--- src/rtl/lzssbd_pkg.sv ---
// ============================================================================
// LZSS bitstream decompressor - shared types and constants
// Token phases, emission kinds, sequencer states and the token descriptor
// passed from the bit parser to the copy sequencer.
// ============================================================================
`default_nettype none

package lzssbd_pkg;

    // Literal width in bits
    localparam int unsigned LIT_BITS  = 8;
    // Width of the output length register and the produced byte counter
    localparam int unsigned LEN_W     = 24;
    // Widest ring offset supported by the token descriptor
    localparam int unsigned OFF_MAX_W = 12;
    // Widest copy run supported by the token descriptor (up to 63 bytes)
    localparam int unsigned RUN_MAX_W = 6;

    typedef enum logic [1:0] {
        PH_FLAG,
        PH_LITERAL,
        PH_MATCH
    } phase_t;

    typedef enum logic [1:0] {
        EMIT_NONE,
        EMIT_LITERAL,
        EMIT_MATCH
    } emit_kind_t;

    typedef enum logic [1:0] {
        SEQ_IDLE,
        SEQ_LITERAL,
        SEQ_FETCH,
        SEQ_COPY
    } seq_state_t;

    typedef struct packed {
        emit_kind_t              kind;
        logic [LIT_BITS-1:0]     literal;
        logic [OFF_MAX_W-1:0]    offset;
        logic [RUN_MAX_W-1:0]    run;
    } token_t;

endpackage

`default_nettype wire

--- src/rtl/lzss_bitstream_decompress_core.sv ---
// ============================================================================
// LZSS bitstream decompressor - top level
// Parses packed bytes into literal and match tokens and replays matches from
// a 2^OFFSET_BITS byte history ring, one decoded byte per cycle while the output is not stalled.
// ============================================================================
// Each accepted packed byte is parsed in its accept cycle. A byte that
// completes no token needs no further work; a byte that completes a literal
// then passes through the literal state; a byte that completes a match of n
// bytes passes through one ring fetch, then copies one byte per cycle through
// the ring's single read port while the output is not stalled, with n at most
// 2^LENGTH_BITS + 1. The ring is not swept at stream start: a fill count marks
// which entries hold stream data and the others read as zero, so a new stream
// starts without a clearing pass. Write output_length only while the block
// is idle; the configuration port is ready only when no byte is in work and
// none is offered.
`default_nettype none

module lzss_bitstream_decompress_core #(
    parameter int unsigned OFFSET_BITS = 8,
    parameter int unsigned LENGTH_BITS = 4
) (
    input  wire logic                            clk,
    input  wire logic                            rst_n,

    input  wire logic                            in_valid,
    output logic                                 in_stall,
    input  wire logic [lzssbd_pkg::LIT_BITS-1:0] packed_byte,
    input  wire logic                            stream_start,

    output logic                                 out_valid,
    input  wire logic                            out_stall,
    output logic      [lzssbd_pkg::LIT_BITS-1:0] plain_byte,
    output logic                                 run_last,
    output logic                                 stream_done,

    input  wire logic                            cfg_valid,
    output logic                                 cfg_ready,
    input  wire logic [lzssbd_pkg::LEN_W-1:0]    cfg_data
);

    localparam int unsigned RUN_W = LENGTH_BITS + 1;

    lzssbd_pkg::seq_state_t          state_reg;
    lzssbd_pkg::seq_state_t          state_next;
    lzssbd_pkg::token_t              token;

    logic [OFFSET_BITS-1:0]          src_reg;
    logic [RUN_W-1:0]                left_reg;
    logic [lzssbd_pkg::LIT_BITS-1:0] lit_reg;
    logic [lzssbd_pkg::LEN_W-1:0]    produced_reg;
    logic [lzssbd_pkg::LEN_W-1:0]    output_length_reg;

    logic                            out_valid_reg;
    logic [lzssbd_pkg::LIT_BITS-1:0] plain_byte_reg;
    logic                            run_last_reg;
    logic                            stream_done_reg;

    logic                            in_accept;
    logic                            out_free;
    logic                            out_load;
    logic                            rd_en;
    logic                            emit_last;
    logic [lzssbd_pkg::LIT_BITS-1:0] emit_data;
    logic [lzssbd_pkg::LIT_BITS-1:0] ring_rd_data;

    assign in_stall  = (state_reg != lzssbd_pkg::SEQ_IDLE);
    assign in_accept = in_valid && !in_stall;
    assign cfg_ready = (state_reg == lzssbd_pkg::SEQ_IDLE) && !in_valid;
    assign out_free  = !out_valid_reg || !out_stall;

    assign out_valid   = out_valid_reg;
    assign plain_byte  = plain_byte_reg;
    assign run_last    = run_last_reg;
    assign stream_done = stream_done_reg;

    lzssbd_token_parser #(
        .OFFSET_BITS (OFFSET_BITS),
        .LENGTH_BITS (LENGTH_BITS)
    ) u_parser (
        .clk           (clk),
        .rst_n         (rst_n),
        .accept        (in_accept),
        .packed_byte   (packed_byte),
        .stream_start  (stream_start),
        .produced      (produced_reg),
        .output_length (output_length_reg),
        .token         (token)
    );

    lzssbd_ring_ram #(
        .OFFSET_BITS (OFFSET_BITS),
        .LENGTH_BITS (LENGTH_BITS)
    ) u_ring (
        .clk     (clk),
        .rst_n   (rst_n),
        .clear   (in_accept && stream_start),
        .wr_en   (out_load),
        .wr_data (emit_data),
        .rd_en   (rd_en),
        .rd_addr (src_reg),
        .rd_data (ring_rd_data)
    );

    // Next state
    always_comb
    begin
        state_next = state_reg;
        unique case (state_reg)
            lzssbd_pkg::SEQ_IDLE:
            begin
                if (in_accept)
                begin
                    unique case (token.kind)
                        lzssbd_pkg::EMIT_LITERAL: state_next = lzssbd_pkg::SEQ_LITERAL;
                        lzssbd_pkg::EMIT_MATCH:   state_next = lzssbd_pkg::SEQ_FETCH;
                        default:                  state_next = lzssbd_pkg::SEQ_IDLE;
                    endcase
                end
            end
            lzssbd_pkg::SEQ_LITERAL:
            begin
                if (out_free)
                begin
                    state_next = lzssbd_pkg::SEQ_IDLE;
                end
            end
            lzssbd_pkg::SEQ_FETCH:
            begin
                state_next = lzssbd_pkg::SEQ_COPY;
            end
            default:
            begin
                if (out_free && (left_reg == RUN_W'(1)))
                begin
                    state_next = lzssbd_pkg::SEQ_IDLE;
                end
            end
        endcase
    end

    // Datapath control
    always_comb
    begin
        rd_en     = 1'b0;
        out_load  = 1'b0;
        emit_data = lit_reg;
        emit_last = 1'b1;
        unique case (state_reg)
            lzssbd_pkg::SEQ_LITERAL:
            begin
                out_load = out_free;
            end
            lzssbd_pkg::SEQ_FETCH:
            begin
                rd_en = 1'b1;
            end
            lzssbd_pkg::SEQ_COPY:
            begin
                out_load  = out_free;
                emit_data = ring_rd_data;
                emit_last = (left_reg == RUN_W'(1));
                // hold the fetched byte while the output is stalled
                rd_en     = out_free && !emit_last;
            end
            default:
            begin
                rd_en = 1'b0;
            end
        endcase
    end

    always_ff @(posedge clk or negedge rst_n)
    begin
        if (!rst_n)
        begin
            state_reg         <= lzssbd_pkg::SEQ_IDLE;
            src_reg           <= '0;
            left_reg          <= '0;
            produced_reg      <= '0;
            output_length_reg <= '0;
            out_valid_reg     <= 1'b0;
        end
        else
        begin
            state_reg <= state_next;

            if (cfg_valid && cfg_ready)
            begin
                output_length_reg <= cfg_data;
            end

            if (in_accept)
            begin
                src_reg  <= OFFSET_BITS'(token.offset);
                left_reg <= RUN_W'(token.run);
            end
            else
            begin
                if (rd_en)
                begin
                    src_reg <= src_reg + OFFSET_BITS'(1);
                end
                if (out_load && (state_reg == lzssbd_pkg::SEQ_COPY))
                begin
                    left_reg <= left_reg - RUN_W'(1);
                end
            end

            if (in_accept && stream_start)
            begin
                produced_reg <= '0;
            end
            else if (out_load)
            begin
                produced_reg <= produced_reg + lzssbd_pkg::LEN_W'(1);
            end

            if (out_load)
            begin
                out_valid_reg <= 1'b1;
            end
            else if (!out_stall)
            begin
                out_valid_reg <= 1'b0;
            end
        end
    end

    always_ff @(posedge clk)
    begin
        if (in_accept)
        begin
            lit_reg <= token.literal;
        end
        if (out_load)
        begin
            plain_byte_reg  <= emit_data;
            run_last_reg    <= emit_last;
            stream_done_reg <= ((produced_reg + lzssbd_pkg::LEN_W'(1)) == output_length_reg);
        end
    end

    a_copy_run_live: assert property (@(posedge clk) disable iff (!rst_n)
        (state_reg == lzssbd_pkg::SEQ_COPY) |-> (left_reg != '0))
        else $error("copy state entered with no bytes left to copy");

    a_no_overrun: assert property (@(posedge clk) disable iff (!rst_n)
        out_load |-> (produced_reg < output_length_reg))
        else $error("byte emitted beyond the configured output length");

    a_done_is_last: assert property (@(posedge clk) disable iff (!rst_n)
        (out_valid_reg && stream_done_reg) |-> run_last_reg)
        else $error("stream completed on a byte that is not the last of its run");

    a_job_ends_idle: assert property (@(posedge clk) disable iff (!rst_n)
        (out_load && emit_last) |=> (state_reg == lzssbd_pkg::SEQ_IDLE))
        else $error("sequencer busy after the last byte of a run");

endmodule

`default_nettype wire

--- src/rtl/lzssbd_ring_ram.sv ---
// ============================================================================
// LZSS history ring
// Synchronous single-write, single-read ring memory with an appending write
// pointer, a fill count standing in for the clear, and write-to-read forwarding.
// ============================================================================
`default_nettype none

module lzssbd_ring_ram #(
    parameter int unsigned OFFSET_BITS = 8,
    parameter int unsigned LENGTH_BITS = 4
) (
    input  wire logic                         clk,
    input  wire logic                         rst_n,
    input  wire logic                         clear,
    input  wire logic                         wr_en,
    input  wire logic [lzssbd_pkg::LIT_BITS-1:0] wr_data,
    input  wire logic                         rd_en,
    input  wire logic [OFFSET_BITS-1:0]       rd_addr,
    output logic      [lzssbd_pkg::LIT_BITS-1:0] rd_data
);

    localparam int unsigned RING_SIZE = 2 ** OFFSET_BITS;
    localparam int unsigned LOOKAHEAD = (2 ** LENGTH_BITS) + 1;
    localparam int unsigned START_POS = ((4 * RING_SIZE) - LOOKAHEAD) % RING_SIZE;

    logic [lzssbd_pkg::LIT_BITS-1:0] mem [RING_SIZE];

    logic [OFFSET_BITS-1:0]          wpos_reg;
    logic [OFFSET_BITS:0]            fill_reg;
    logic                            fwd_hit_reg;
    logic                            live_reg;
    logic [lzssbd_pkg::LIT_BITS-1:0] fwd_data_reg;
    logic [lzssbd_pkg::LIT_BITS-1:0] q_reg;
    logic [OFFSET_BITS-1:0]          rd_rel;
    logic                            rd_live;

    // Entries are written in order from the start position, so an entry holds
    // stream data exactly when its distance from the start is below the fill.
    assign rd_rel  = rd_addr - OFFSET_BITS'(START_POS);
    assign rd_live = ({1'b0, rd_rel} < fill_reg);

    always_ff @(posedge clk or negedge rst_n)
    begin
        if (!rst_n)
        begin
            wpos_reg    <= OFFSET_BITS'(START_POS);
            fill_reg    <= '0;
            fwd_hit_reg <= 1'b0;
            live_reg    <= 1'b0;
        end
        else
        begin
            if (clear)
            begin
                wpos_reg <= OFFSET_BITS'(START_POS);
                fill_reg <= '0;
            end
            else if (wr_en)
            begin
                wpos_reg <= wpos_reg + OFFSET_BITS'(1);
                if (fill_reg != (OFFSET_BITS+1)'(RING_SIZE))
                begin
                    fill_reg <= fill_reg + (OFFSET_BITS+1)'(1);
                end
            end
            if (rd_en)
            begin
                // read and write of the same entry in one cycle: take the new byte
                fwd_hit_reg <= wr_en && (rd_addr == wpos_reg);
                live_reg    <= rd_live;
            end
        end
    end

    always_ff @(posedge clk)
    begin
        if (wr_en)
        begin
            mem[wpos_reg] <= wr_data;
        end
        if (rd_en)
        begin
            q_reg        <= mem[rd_addr];
            fwd_data_reg <= wr_data;
        end
    end

    always_comb
    begin
        if (fwd_hit_reg)
        begin
            rd_data = fwd_data_reg;
        end
        else if (live_reg)
        begin
            rd_data = q_reg;
        end
        else
        begin
            rd_data = '0;
        end
    end

endmodule

`default_nettype wire

--- src/rtl/lzssbd_token_parser.sv ---
// ============================================================================
// LZSS token parser
// Walks the eight bits of an accepted byte MSB first, keeps the partial token
// between bytes and reports the literal or match that the byte completes.
// ============================================================================
`default_nettype none

module lzssbd_token_parser #(
    parameter int unsigned OFFSET_BITS = 8,
    parameter int unsigned LENGTH_BITS = 4
) (
    input  wire logic                            clk,
    input  wire logic                            rst_n,
    input  wire logic                            accept,
    input  wire logic [lzssbd_pkg::LIT_BITS-1:0] packed_byte,
    input  wire logic                            stream_start,
    input  wire logic [lzssbd_pkg::LEN_W-1:0]    produced,
    input  wire logic [lzssbd_pkg::LEN_W-1:0]    output_length,
    output lzssbd_pkg::token_t                   token
);

    localparam int unsigned MATCH_BITS = OFFSET_BITS + LENGTH_BITS;
    localparam int unsigned FIELD_W    = (MATCH_BITS > lzssbd_pkg::LIT_BITS) ?
                                         MATCH_BITS : lzssbd_pkg::LIT_BITS;
    localparam int unsigned CNT_W      = $clog2(FIELD_W + 1);
    localparam int unsigned RUN_W      = LENGTH_BITS + 1;
    localparam int unsigned RUN_CAP    = (2 ** RUN_W) - 1;

    lzssbd_pkg::phase_t  phase_reg;
    lzssbd_pkg::phase_t  phase_next;
    logic [FIELD_W-1:0]  field_reg;
    logic [FIELD_W-1:0]  field_next;
    logic [CNT_W-1:0]    count_reg;
    logic [CNT_W-1:0]    count_next;

    always_comb
    begin : parse
        lzssbd_pkg::phase_t          ph;
        logic [FIELD_W-1:0]          fb;
        logic [CNT_W-1:0]            fc;
        logic [lzssbd_pkg::LEN_W-1:0] prod_eff;
        logic [lzssbd_pkg::LEN_W-1:0] remaining;
        logic [RUN_W-1:0]            rem_clip;
        logic [RUN_W-1:0]            run_len;
        logic                        stop;
        logic                        b;

        if (stream_start)
        begin
            ph       = lzssbd_pkg::PH_FLAG;
            fb       = '0;
            fc       = '0;
            prod_eff = '0;
        end
        else
        begin
            ph       = phase_reg;
            fb       = field_reg;
            fc       = count_reg;
            prod_eff = produced;
        end

        stop      = (prod_eff >= output_length);
        remaining = output_length - prod_eff;
        rem_clip  = (remaining > lzssbd_pkg::LEN_W'(RUN_CAP)) ?
                    RUN_W'(RUN_CAP) : remaining[RUN_W-1:0];
        run_len   = '0;
        b         = 1'b0;

        token         = '0;
        token.kind    = lzssbd_pkg::EMIT_NONE;

        for (int i = lzssbd_pkg::LIT_BITS - 1; i >= 0; i--)
        begin
            if (!stop)
            begin
                b = packed_byte[i];
                unique case (ph)
                    lzssbd_pkg::PH_LITERAL:
                    begin
                        fb = {fb[FIELD_W-2:0], b};
                        fc = fc + CNT_W'(1);
                        if (fc == CNT_W'(lzssbd_pkg::LIT_BITS))
                        begin
                            token.kind    = lzssbd_pkg::EMIT_LITERAL;
                            token.literal = fb[lzssbd_pkg::LIT_BITS-1:0];
                            ph            = lzssbd_pkg::PH_FLAG;
                            // drop the rest of the byte once the length is met
                            stop          = (rem_clip <= RUN_W'(1));
                        end
                    end
                    lzssbd_pkg::PH_MATCH:
                    begin
                        fb = {fb[FIELD_W-2:0], b};
                        fc = fc + CNT_W'(1);
                        if (fc == CNT_W'(MATCH_BITS))
                        begin
                            run_len      = RUN_W'(fb[LENGTH_BITS-1:0]) + RUN_W'(2);
                            token.kind   = lzssbd_pkg::EMIT_MATCH;
                            token.offset = lzssbd_pkg::OFF_MAX_W'(
                                               fb[MATCH_BITS-1:LENGTH_BITS]);
                            token.run    = lzssbd_pkg::RUN_MAX_W'(
                                               (run_len < rem_clip) ? run_len : rem_clip);
                            ph           = lzssbd_pkg::PH_FLAG;
                            stop         = (rem_clip <= run_len);
                        end
                    end
                    default:
                    begin
                        ph = b ? lzssbd_pkg::PH_LITERAL : lzssbd_pkg::PH_MATCH;
                        fb = '0;
                        fc = '0;
                    end
                endcase
            end
        end

        phase_next = ph;
        field_next = fb;
        count_next = fc;
    end

    always_ff @(posedge clk or negedge rst_n)
    begin
        if (!rst_n)
        begin
            phase_reg <= lzssbd_pkg::PH_FLAG;
            field_reg <= '0;
            count_reg <= '0;
        end
        else if (accept)
        begin
            phase_reg <= phase_next;
            field_reg <= field_next;
            count_reg <= count_next;
        end
    end

endmodule

`default_nettype wire
--- config.mk ---
export PLATFORM = sky130hd
export DESIGN_NAME = lzss_bitstream_decompress_core
export DESIGN_NICKNAME = d
export VERILOG_FILES = /design/src/rtl/lzssbd_pkg.sv /design/src/rtl/lzss_bitstream_decompress_core.sv /design/src/rtl/lzssbd_ring_ram.sv /design/src/rtl/lzssbd_token_parser.sv
export SDC_FILE = /design/constraint.sdc
export NUM_CORES = 2
export LEC_CHECK = 0
export BUFFER_PORTS_ARGS = -buffer_cell sky130_fd_sc_hd__buf_2
export CAP_MARGIN = 15
export CORE_ASPECT_RATIO = 1.75
export CORE_MARGIN = 1
export CORE_UTILIZATION = 61
export CTS_CLUSTER_SIZE = 30
export DETAILED_ROUTE_END_ITERATION = 16
export PLACE_DENSITY = 0.77
export SLEW_MARGIN = 20
export SYNTH_ARGS = -nofsm -noshare
export SYNTH_HDL_FRONTEND = slang
export SYNTH_SLANG_ARGS = --single-unit
--- constraint.sdc ---
create_clock -name clk -period 16.3 [get_ports clk]
set_input_delay 0.815 -clock clk [delete_from_list [all_inputs] [get_ports clk]]
set_output_delay 0.815 -clock clk [all_outputs]
set_load 0.05 [all_outputs]
==> impl_metrics.toml <==
[run_status]
run_status = "finished, final reports clean"

[min_path]
min_path_type = "in -> reg"
min_path_cells = 2

[yosys]
ys_seq_area_share_pct = 68.3
yosysWarningCount = 0
syn_nets = 5568
synthMuxAreaShare_pct = 16.9
syn-mean-instance-area_um2 = 17.5
synth.cell_area_um2 = 95200
synthXorXnorAreaFrac_pct = 1.13
synthArstFlopShare_pct = 4.58
ys_types = 110
yosys.area_share.simple_pct = 5.48
synth-adder-area-share_pct = 1.37
synth-edff-count = 2082
ys_ff_latch = 2182
synth_top_family_by_area = "multiplexers"
synth_compound_area_share_pct = 5.03
synthFlopType = "edfxtp_1"
synthCells = 5432

[grt]
met3_usage_pct = 7.60
grt_use_total_pct = 35.6
grt_max_degree = 203
grt_busiest_layer = "met2"
grt_pass1_vias = 55700
use_met2_pct = 60.1
grt_antenna_before_repair = 22
grt_pass1_wl_um = 398000
overflow = 0
met1_usage_pct = 40.2

[layout]
final_core_util_pct = 67.1
stdcell_area_um2 = 104000
final_nets = 5611
drive_gt1_share_pct = 22.1
largest_register_ffs = 2048
syn_to_final_growth_pct = 9.11

[sta]
hold_viol_final = 0
slew_headroom_pct = 17.0
max_slew.worst_pin.slew_ps = 1240
finalSetupTns_ps = 0
slew_violations = 0
skew_ps = 51.7
setup_viol = 0
fin_crit_sh_pct = 90.0
rsz0062_at_grt = "no"
fmaxAchievable_ghz = 0.0682
min_period_ps = 14670

[floorplanning]
initial_core_util_pct = 61.5
die_area_um2 = 158000
rows = 191
die_w_um = 301
coreArea_um2 = 155000
pin_count = 51
die_h_um = 525

[cts]
cts_tree = "built"
numCtsBuffers = 188
post_cts_buffers = 0
cts_buffer_depth = 4
cts_resized = 0
path_clk_slew_ps = 70
cts-root-buf = "clkbuf_16"
clock-sinks = 2182
htreeDepth = 4
worst_skew_pair.late_latency_ps = 840

[setup_path]
worstSetupPathType = "reg -> reg"
crit_path_top_delay_cell = "o21ai_0"
critPathRequiredTime_ps = 16840
crit_buf_inv = 9
critical-path-max-stage-delay_ps = 700
crit_fanout = 20
cpLargestDelayFamily = "compound AO/OA/AOI/OAI gates"
path_depth = 54
critPathCaptureType = "flop"
worstRegToRegCells = 54
ff2ff_setup_slack_ps = 1630
start_kind = "flop"
critical_path_arrival_ps = 15210

[flow_run]
cap_viol_max_count = 0

[place]
dpl.hpwl_um = 164000
globalplace.congestion = 1.04
place_area_um2 = 97800
placement.io_buffers = 50

[routing]
via_count = 55100
drt_wl_total_um = 277000
drt_iter0_markers = 7274
antenna_left = 0
drc = 0
avgRoutedWirePerCell_um = 36.1
via_per_inst = 7.19
first_pass_iters = 9

[power_and_ir_drop]
powerDensity_nw_per_um2 = 220
p_leak_uw = 0.0331
vdd_ir_drop_max_mv = 0.433
## stage by stage
step                total power, uW  setup WS [ps]  hold slack [ps]  std cells
floorplan                     14700           1880              453       5432
global placement              17900           1540              490       7303
detailed placement            18100           1560              495       7303
CTS                           22500           2160              178       7639
global route                  23500            819              210       7650
finish                        22800           1630              216       7662
## placed cells by master (no fill, tap or decap), drive strengths merged, types with 97 or more instances in the layout
| cell type | count |
|---|---|
| edfxtp | 2082 |
| mux4 | 676 |
| nor2 | 464 |
| nand2 | 244 |
| clkbuf | 239 |
| a21oi | 191 |
| o21ai | 176 |
| buf | 169 |
| inv | 117 |
| ha | 97 |
## synthesized netlist by cell type, drive strengths merged, types with 17 or more instances
master / n / area, um2
a21o: 17 / 128
a21oi: 191 / 990
clkbuf: 232 / 871
mux2: 35 / 394
edfxtp: 2082 / 62500
mux4: 676 / 15200
inv: 110 / 413
xor2: 47 / 412
o21ai: 176 / 907
nor2: 464 / 1760
nor3: 61 / 328
and3: 62 / 388
or3: 29 / 191
nor4: 19 / 125
a31oi: 28 / 190
buf: 86 / 364
a22oi: 19 / 143
dfrtp: 93 / 2330
nor2b: 39 / 244
nand2b: 41 / 257
nand3: 84 / 420
nand2: 244 / 916
a221oi: 19 / 173
mux2i: 49 / 490
a211oi: 36 / 270
ha: 97 / 1210
xnor2: 71 / 637
and2: 18 / 113
o211ai: 37 / 298
nand4: 17 / 106
## worst paths after layout
check,end,startpoint
setup / recovery,lit_reg[0]$_DFFE_PP_,produced_reg[0]$_DFFE_PN0P_
hold / removal,output_length_reg[23]$_DFFE_PN0P_,cfg_data[23]
setup reg to reg,lit_reg[0]$_DFFE_PP_,produced_reg[0]$_DFFE_PN0P_
hold reg to reg,u_ring.live_reg$_DFFE_PN0P_,u_ring.live_reg$_DFFE_PN0P_
max in group asynchronous,src_reg[2]$_DFFE_PN0P_,rst_n
min in group asynchronous,produced_reg[9]$_DFFE_PN0P_,rst_n
## logic make-up after synthesis
| logic type | after synthesis |
|---|---|
| XOR/XNOR | 119 |
| flip-flops | 2182 |
| multiplexers | 760 |
| AO/OA/AOI/OAI | 711 |
| adder cells (fa/ha/maj) | 105 |
| buffers and inverters | 430 |
| AND/OR/NAND/NOR | 1125 |
## worst reg2reg max path: cells and delay by family, from the launching register on
family                   cells  cell delay, ps
adder cells (fa/ha/maj)      6            1890
flip-flops                   1             440
AO/OA/AOI/OAI               18            5410
XOR/XNOR                     1             120
AND/OR/NAND/NOR             19            4370
buffers and inverters        9            1830
multiplexers                 1             380
## area by class of cell
cell class | instances | area, um2
flip-flops and latches | 2182 | 65000
fillers | 9458 | 51000
clock buffers | 238 | 4960
inverters | 112 | 420
well taps | 2026 | 2530
multi-input cells | 2820 | 28700
diodes | 16 | 40.0
clock inverters | 97 | 901
repair buffers | 171 | 1260
## power by group
part / switching (uW) / leakage, uW / internal [uW]
combinational: 7230 / 0.0102 / 3810
sequential: 249 / 0.0201 / 7100
clock: 2020 / 0.00285 / 2400
## layer usage
| layer | up-vias | routed length [um] |
|---|---|---|
| met5 | - | 133 |
| met4 | 20 | 24000 |
| met3 | 1077 | 24200 |
| met2 | 3744 | 141000 |
| met1 | 28200 | 87100 |
| li1 | 22100 | - |
## what timing repair did
action | CTS | global route
endpoints found under the setup margin | 0 | 0
hold endpoints to repair | 31 | 0
hold buffers | 1 | 0
(Power assumes the default switching activity.)
